File: src/mdr_pkg.sv
// shared types, codes and fixed-point helpers for the meter dial digit resolver
package mdr_pkg;

  localparam int unsigned ReadingW = 10;
  localparam int unsigned DigitW   = 4;
  localparam int unsigned ClassW   = 4;
  localparam int unsigned KindW    = 2;

  // dial kind codes
  localparam logic [KindW-1:0] KindAnalog  = 2'd0;
  localparam logic [KindW-1:0] KindDigital = 2'd1;
  localparam logic [KindW-1:0] KindHybrid  = 2'd2;

  // configuration register indexes
  localparam logic CfgDialKind = 1'b0;
  localparam logic CfgExtRes   = 1'b1;

  // carry thresholds in hundredths
  localparam logic [ReadingW-1:0] CarryLow  = 10'd920;
  localparam logic [ReadingW-1:0] CarryHigh = 10'd950;
  localparam logic [ClassW-1:0]   ClassMax  = 4'd9;

  typedef struct packed {
    logic [ReadingW-1:0] reading;
    logic                reading_valid;
    logic [ClassW-1:0]   digit_class;
    logic                first_in_number;
  } mdr_item_t;

  typedef struct packed {
    logic [DigitW-1:0] digit;
    logic              digit_known;
    logic [DigitW-1:0] tenths_digit;
    logic              tenths_present;
    logic              tenths_known;
  } mdr_result_t;

  typedef struct packed {
    logic [DigitW-1:0]   digit;
    logic                digit_known;
    logic [ReadingW-1:0] reading;
    logic                reading_known;
  } mdr_hist_t;

  // x / 100 for x up to 1073, by reciprocal multiply
  function automatic logic [DigitW-1:0] div100(input logic [ReadingW:0] x);
    logic [16:0] p;
    p = {6'd0, x} * 17'd41;
    return p[15:12];
  endfunction

  // fold a quotient of 0..10 back into one decimal digit
  function automatic logic [DigitW-1:0] mod10(input logic [DigitW-1:0] x);
    return (x >= 4'd10) ? x - 4'd10 : x;
  endfunction

  // tenths of r given its whole hundreds q
  function automatic logic [DigitW-1:0] tenths_of(input logic [ReadingW-1:0] r,
                                                   input logic [DigitW-1:0]   q);
    logic [10:0] hq;
    logic [10:0] rem;
    logic [14:0] p;
    hq  = {7'd0, q} * 11'd100;
    rem = {1'b0, r} - hq;
    p   = {8'd0, rem[6:0]} * 15'd205;
    return p[14:11];
  endfunction

endpackage

File: src/mdr_resolve.sv
// combinational digit resolution of one dial against the previous dial
module mdr_resolve
  import mdr_pkg::*;
(
  input  logic [KindW-1:0] cfg_kind_i,
  input  logic             cfg_ext_i,
  input  mdr_item_t        item_i,
  input  mdr_hist_t        hist_i,
  output mdr_result_t      result_o,
  output logic             hist_we_o,
  output mdr_hist_t        hist_o
);

  logic [DigitW-1:0] fl_q, rd_q, flr, rnd, tnt, band, analog, hybrid;
  logic              dec;
  logic              rec_valid;

  assign fl_q = div100({1'b0, item_i.reading});
  assign rd_q = div100({1'b0, item_i.reading} + 11'd50);
  assign flr  = mod10(fl_q);
  assign rnd  = mod10(rd_q);
  assign tnt  = tenths_of(item_i.reading, fl_q);
  assign band = (tnt <= 4'd2 || tnt >= 4'd8) ? rnd : flr;

  // pull back by one when the tenths lag the previous digit
  always_comb begin
    if (tnt >= 4'd5) begin
      dec = ({1'b0, tnt} < ({1'b0, hist_i.digit} + 5'd5));
    end else begin
      dec = (({1'b0, tnt} + 5'd5) < {1'b0, hist_i.digit});
    end
    if (!dec) begin
      analog = rnd;
    end else if (rd_q == '0) begin
      analog = 4'd9;
    end else begin
      analog = rd_q - 4'd1;
    end
  end

  always_comb begin
    if (!hist_i.reading_known || hist_i.reading <= CarryLow) begin
      hybrid = band;
    end else if (hist_i.digit_known && hist_i.digit == '0) begin
      hybrid = rnd;
    end else if (hist_i.reading <= CarryHigh) begin
      hybrid = band;
    end else begin
      hybrid = flr;
    end
  end

  always_comb begin
    result_o  = '0;
    hist_we_o = 1'b1;
    rec_valid = 1'b1;
    unique case (cfg_kind_i)
      KindAnalog: begin
        result_o.digit_known = 1'b1;
        if (item_i.first_in_number || !hist_i.digit_known) begin
          result_o.digit = flr;
          if (item_i.first_in_number && cfg_ext_i) begin
            result_o.tenths_present = 1'b1;
            result_o.tenths_known   = 1'b1;
            result_o.tenths_digit   = tnt;
          end
        end else begin
          result_o.digit = analog;
        end
      end
      KindDigital: begin
        if (item_i.digit_class <= ClassMax) begin
          result_o.digit       = item_i.digit_class;
          result_o.digit_known = 1'b1;
        end
      end
      KindHybrid: begin
        rec_valid = item_i.reading_valid;
        if (item_i.first_in_number) begin
          result_o.tenths_present = cfg_ext_i;
          if (item_i.reading_valid) begin
            result_o.digit_known = 1'b1;
            if (cfg_ext_i) begin
              result_o.digit        = flr;
              result_o.tenths_digit = tnt;
              result_o.tenths_known = 1'b1;
            end else begin
              result_o.digit = band;
            end
          end
        end else if (item_i.reading_valid) begin
          result_o.digit_known = 1'b1;
          result_o.digit       = hybrid;
        end
      end
      default: begin
        hist_we_o = 1'b0;
      end
    endcase
  end

  assign hist_o.digit         = result_o.digit;
  assign hist_o.digit_known   = result_o.digit_known;
  assign hist_o.reading       = item_i.reading;
  assign hist_o.reading_known = rec_valid;

endmodule

File: src/meter_dial_digit_resolver_unit.sv
// top level: input register, dial resolution, result register and dial history
// path: a dial passes the input register, then the result register, before its result is offered
// throughput: one dial per cycle unless stalled; the history of the previous dial is updated
//   in the same cycle its result is registered, so dials follow back to back
// reset: config registers, history and both valid flags clear at once;
//   no clearing pass, the block takes dials right after reset
module meter_dial_digit_resolver_unit
  import mdr_pkg::*;
(
  input  logic                clk_i,
  input  logic                rst_ni,
  input  logic                cfg_we_i,
  input  logic                cfg_addr_i,
  input  logic [KindW-1:0]    cfg_wdata_i,
  input  logic                in_valid_i,
  output logic                in_stall_o,
  input  logic [ReadingW-1:0] reading_i,
  input  logic                reading_valid_i,
  input  logic [ClassW-1:0]   digit_class_i,
  input  logic                first_in_number_i,
  output logic                out_valid_o,
  input  logic                out_stall_i,
  output logic [DigitW-1:0]   digit_o,
  output logic                digit_known_o,
  output logic [DigitW-1:0]   tenths_digit_o,
  output logic                tenths_present_o,
  output logic                tenths_known_o
);

  logic [KindW-1:0] kind_q;
  logic             ext_q;
  logic             item_vld_q, res_vld_q;
  mdr_item_t        item_q;
  mdr_result_t      res_q, res_d;
  mdr_hist_t        hist_q, hist_d;
  logic             hist_we;
  logic             res_ready, item_ready;

  assign res_ready  = !res_vld_q || !out_stall_i;
  assign item_ready = !item_vld_q || res_ready;
  assign in_stall_o = !item_ready;

  always_ff @(posedge clk_i or negedge rst_ni) begin
    if (!rst_ni) begin
      kind_q <= KindAnalog;
      ext_q  <= 1'b0;
    end else if (cfg_we_i) begin
      unique case (cfg_addr_i)
        CfgDialKind: kind_q <= cfg_wdata_i;
        CfgExtRes:   ext_q  <= cfg_wdata_i[0];
        default:     ;
      endcase
    end
  end

  always_ff @(posedge clk_i or negedge rst_ni) begin
    if (!rst_ni) begin
      item_vld_q <= 1'b0;
    end else if (item_ready) begin
      item_vld_q <= in_valid_i;
    end
  end

  always_ff @(posedge clk_i) begin
    if (item_ready && in_valid_i) begin
      item_q.reading         <= reading_i;
      item_q.reading_valid   <= reading_valid_i;
      item_q.digit_class     <= digit_class_i;
      item_q.first_in_number <= first_in_number_i;
    end
  end

  mdr_resolve u_resolve (
    .cfg_kind_i (kind_q),
    .cfg_ext_i  (ext_q),
    .item_i     (item_q),
    .hist_i     (hist_q),
    .result_o   (res_d),
    .hist_we_o  (hist_we),
    .hist_o     (hist_d)
  );

  // history moves with the dial into the result register
  always_ff @(posedge clk_i or negedge rst_ni) begin
    if (!rst_ni) begin
      res_vld_q <= 1'b0;
      hist_q    <= '0;
    end else if (res_ready) begin
      res_vld_q <= item_vld_q;
      if (item_vld_q && hist_we) begin
        hist_q <= hist_d;
      end
    end
  end

  always_ff @(posedge clk_i) begin
    if (res_ready && item_vld_q) begin
      res_q <= res_d;
    end
  end

  assign out_valid_o      = res_vld_q;
  assign digit_o          = res_q.digit;
  assign digit_known_o    = res_q.digit_known;
  assign tenths_digit_o   = res_q.tenths_digit;
  assign tenths_present_o = res_q.tenths_present;
  assign tenths_known_o   = res_q.tenths_known;

endmodule

File: config.mk
export PLATFORM = sky130hd
export DESIGN_NAME = meter_dial_digit_resolver_unit
export DESIGN_NICKNAME = d
export VERILOG_FILES = /design/src/mdr_pkg.sv /design/src/mdr_resolve.sv /design/src/meter_dial_digit_resolver_unit.sv
export SDC_FILE = /design/constraint.sdc
export NUM_CORES = 1
export LEC_CHECK = 0
export ABC_CLOCK_PERIOD_IN_PS = 10200
export CAP_MARGIN = 25
export CORE_AREA = 2 2 84 146
export CTS_CLUSTER_DIAMETER = 120
export DETAILED_ROUTE_END_ITERATION = 8
export DIE_AREA = 0 0 86 148
export DONT_BUFFER_PORTS = 1
export GPL_TIMING_DRIVEN = 1
export HOLD_SLACK_MARGIN = 0.03
export PLACE_DENSITY = 0.71
export SLEW_MARGIN = 20
export SYNTH_ARGS = -nofsm -noshare
export SYNTH_HDL_FRONTEND = slang
export SYNTH_HIERARCHICAL = 1
export SYNTH_SLANG_ARGS = --single-unit
export TNS_END_PERCENT = 20
File: constraint.sdc
create_clock -name clk_i -period 10.2 [get_ports clk_i]
set_input_delay 0.51 -clock clk_i [delete_from_list [all_inputs] [get_ports clk_i]]
set_output_delay 0.51 -clock clk_i [all_outputs]
set_load 0.03 [all_outputs]
[Yosys cells after proc, flatten, opt, wreduce, memory -nomap -nowiden]
Cells that the tools add are included.
Word-level totals
  register bits after elaboration: 48
  latch bits: 0
  memory bits (writable): 0
  bits in read-only memories: 0
  output and inout port bits: 13
  logic and storage cells: 89
  memories: 0
Operators by class
  $add $sub $neg: 7
  multipliers: 4
  divide/modulo/power cells: 0
  magnitude comparators: 10
  equality and inequality tests: 2
  shifts and indexed selects: 0
  multiplexer cells: 25
  bitwise operators: 1
  reduce and logical (&&, ||, !) cells: 23
Operators with widths (count)
  2-to-1 mux 4 bit: 11
  less-or-equal comparator 10 bit, second input constant: 2
  2-to-1 mux 6 bit: 3
  multiplier 10 x 6 -> 16 bit, second input constant: 1
  multiplier 11 x 6 -> 16 bit, second input constant: 1
  multiplier 7 x 8 -> 15 bit, second input constant: 1
  2-to-1 mux 5 bit: 3
  one-hot mux 5 bit (3 select lines): 1
  greater-or-equal comparator 4 bit, second input constant: 3
  one-hot mux 6 bit (2 select lines): 1
  adder 10 x 6 -> 11 bit, second input constant: 1
  adder 4 x 3 -> 5 bit, second input constant: 2
  2-to-1 mux 9 bit: 1
  zero test 4 bit: 2
  subtractor 4 bit, second input constant: 2
  subtractor 7 bit: 1
  zero test 1 bit: 6
  AND reduction 2 bit: 3
  logical AND 1 bit: 5
  logical OR 1 bit: 5
  < comparator 4 x 5 -> 1 bit: 1
  < comparator 5 x 4 -> 1 bit: 1
  multiplier 4 x 5 -> 5 bit, second input constant: 1
  2-to-1 mux 1 bit: 5
  9 further kinds: 9

[Logic depth before layout (Yosys ltp)]
  word-level depth: 13
  mapped depth: 46
  mapped depth without buffers: 45

[By module]
The synthesis kept the hierarchy.
Modules (own cells, without submodules)
  mdr_resolve: times used 1, cells each 499, area each 4006.3 sq um
  meter_dial_digit_resolver_unit: times used 1, cells each 78, area each 1666.6 sq um

[Worst setup path after synthesis]
OpenSTA, ideal clock, no wires.
  kind: register to register
  from: register item_q[7] (netlist bit)
  to: register hist_q[12] (netlist bit)
  setup time: 0.125 ns
  arrival: 9.639 ns
  data required time: 10.075 ns
  slack: 0.436 ns
  stages on the path, launching flop included: 42
  cell sequence: edfxtp_1 inv_1 ha_1 inv_1 fa_1 ha_1 ha_1 nand4_1 o22a_1 a21oi_1 o41ai_1 xor2_1 inv_1 fa_1 inv_1 o21ai_1 o41a_1 a21oi_1 [... 6 more ...] inv_1 ha_1 a21oi_1 and2_1 nor2_1 a21oi_1 xor2_1 inv_1 ha_1 or2_2 o32a_1 a32oi_1 a2111oi_0 a31oi_1 mux2i_4 or3_1 a311o_1 mux2_4
RTL lines
  start: declaration: RTL line meter_dial_digit_resolver_unit.sv:33  | mdr_item_t item_q;
  end signal: assignment: RTL line meter_dial_digit_resolver_unit.sv:91  | hist_q <= hist_d;
  end: declaration: RTL line meter_dial_digit_resolver_unit.sv:35  | mdr_hist_t hist_q, hist_d;

==> results.md <==
* Seq/Total Area, Yosys at 23.6%
* Post-route minimum period at 9810 ps
* Unique masters post-synth at 70
* Vias per inst at 5.93
* Num CTS Buffers at 5
* Routed vias at 4278
* Most frequent cells in the layout: ha_1 (113), inv_1 (69), nor2_1 (29), nand2_1 (28), edfxtp_1 (27)
* Final setup vio count at 0
* Die H at 148 um
* Worst Setup Start Kind: flop
* WS Path Type: flop to flop
* Hold path cells at 0
* CTS Root Cell: clkbuf_16
* Longest Clk Path Bufs at 2
* Layout Skew at 10.0 ps
* Final net count at 741
* IO Port Bufs at 0
* R2r worst-path depth at 40
* First-pass DRT Iterations at 4
* Iter 0 DRT Violations at 145
* DRC at 0
* Gr usage total at 20.6%
* Clk_lat worst skew at 280 ps
* Max-cap violations at 0
* I/O Pins at 37
* Reg2reg setup slack at 390 ps
* Count of pins over their slew limit at 0
* Final Hold Vio Count at 0
* Number of global-route vias before repair at 4539
* Largest net degree at the start of global routing at 22
* Post-Synthesis Cell Area at 5670 um2
* FP Rows at 52
* Max incr delay on CP at 530 ps
* Fillcell total at 1032
* Yosys warns at 6
* Core Area at 11500 um2
* TritonCTS clock tree: done
* Sink of the worst hold path: item_q[0]
* Cell with the largest stage delay on the worst path: fa_1
* Flops & latches, synth at 48
* Area of the die at 12700 um2
* Setup_tns at 0 ps
* DR WL/cell at 17.7 um
* DPL Wire Length at 10700 um
* Syn Area/Cell at 9.83 um2
* Most common cell after layout, fill and taps aside: ha_1
* Tcrit/Tclk final at 96.1%
* Fmax at 102 MHz
* Congestion Overflow GR at 0
* P&R area growth vs syn at 7.79%
* Worst min path class: primary input to flop
* Final WL at 12800 um
* EDFF count, synth at 27
* Hold_sp: first_in_number_i
* Dominant synthesized flop cell: edfxtp_1
* Layout cells sized above 1 at 14.5%
* FF-to-FF End: hist_q[12]
* # H-tree levels at 2
* Async SR Flop Fraction at 43.8%
* CTS clk-pin slew, worst paths at 70 ps
* Most frequent CP cell: ha_1
* Kind of end point of the critical path: flop
* Gpl congestion at 0.917
* Antenna violations before repair at 0
* Run status: finished, final reports clean
* Worst-path maximum fanout at 5
* Post-detailed-route count of antenna-violating nets at 0
* Syn Nets at 732
* TritonCTS sink count at 48
* Critical path arrival at 9980 ps
* Reg-to-Reg Start: item_q[10]
* Gate Count Post-Synth at 577
* Required time of the critical path at 10370 ps
* Global-route wire length before repair at 21200 um
* Slew HR at 52.5%
* Final core occ at 53.1%
* Starting Density at 49.3%
* Slew @ Worst Pin at 707 ps
* Diodes inserted at 0
* Chip width at 86 um
## worst max-delay path by stage
stage	startpoint	endpoint	slack (ps)	cells after the start
floorplan	item_q[7]	hist_q[12]	440	41
global placement	item_q[9]	hist_q[12]	430	40
detailed placement	item_q[9]	hist_q[12]	90	41
CTS	item_q[9]	hist_q[12]	120	42
global route	item_q[10]	hist_q[12]	-50	40
finish	item_q[10]	hist_q[12]	390	40
## cells in the mapped netlist (12+ instances only)
library cell,count,area [um2]
dfrtp_1,21,526
buf_4,16,120
nor3_1,16,80.1
ha_1,113,1410
o21ai_0,16,80.1
nand2_1,28,105
edfxtp_1,27,811
xnor2_1,16,140
fa_1,18,360
inv_1,70,263
xor2_1,16,140
a21oi_1,23,115
nor2_1,31,116
mux2_2,12,135
## cell families (layout without fill, tap and decap cells)
group / Yosys count / in the layout / synth area share [%]
AOI/OAI and AO/OA: 107 / 107 / 13.4
adders and majority gates: 131 / 131 / 31.3
buffers and inverters: 93 / 103 / 7.65
and+or+nand+nor: 136 / 136 / 12.5
DFF: 48 / 48 / 23.6
muxes: 30 / 30 / 6.66
xor gates and xnor gates: 32 / 32 / 4.94
## flip-flops by register name (all words and copies together), names as in the netlist
name and flops:
tenths_digit_o 4, item_q 16, digit_o 4, hist_q 16, tenths_present_o 1, digit_known_o 1, tenths_known_o 1, kind_q 2
ext_q 1, out_valid_o 1, item_vld_q 1
## critical path, delay by kind of cell, from the launching register on
family / cells / cell delay [ps]
mux: 2 / 400
buf+inv: 6 / 470
xor+xnor: 2 / 470
fa+ha+maj: 11 / 3950
simple gates: 6 / 1060
flops: 1 / 440
compound gates: 13 / 2920
## metal layers
layer  part of all wire, %  global-route usage (%)
met3                   2.0                    1.84
met4                   4.3                    8.89
met2                    57                    41.3
met5                     0                       0
met1                    37                    20.6
## stage by stage
stage	cells	area (um2)	hold WS (ps)	setup slack [ps]
after floorplan	577	5670	214	436
after detailed placement	708	5810	215	91.9
after global placement	708	5810	215	427
after CTS	717	6010	313	122
after global routing	722	6110	309	-45.2
final	722	6110	318	394
## layout make-up
cell class              count  area [um2]  area share (%)
multi-input cells         436        3970            64.8
flip-flops and latches     48        1340            21.9
inverters                  70         263            4.30
repair buffers             25         198            3.23
clock buffers               7         175            2.86
well taps                 135         169            2.76
clock inverters             1        8.76           0.143
## repair_timing
action	CTS	global route
resized for setup	0	16
buffers inserted	0	4
hold endpoints to repair	21	0
hold buffers	1	0
endpoints found under the setup margin	0	8
Power is not shown: default switching activity piles up to over one toggle a cycle in this logic, so the estimate is an artifact.
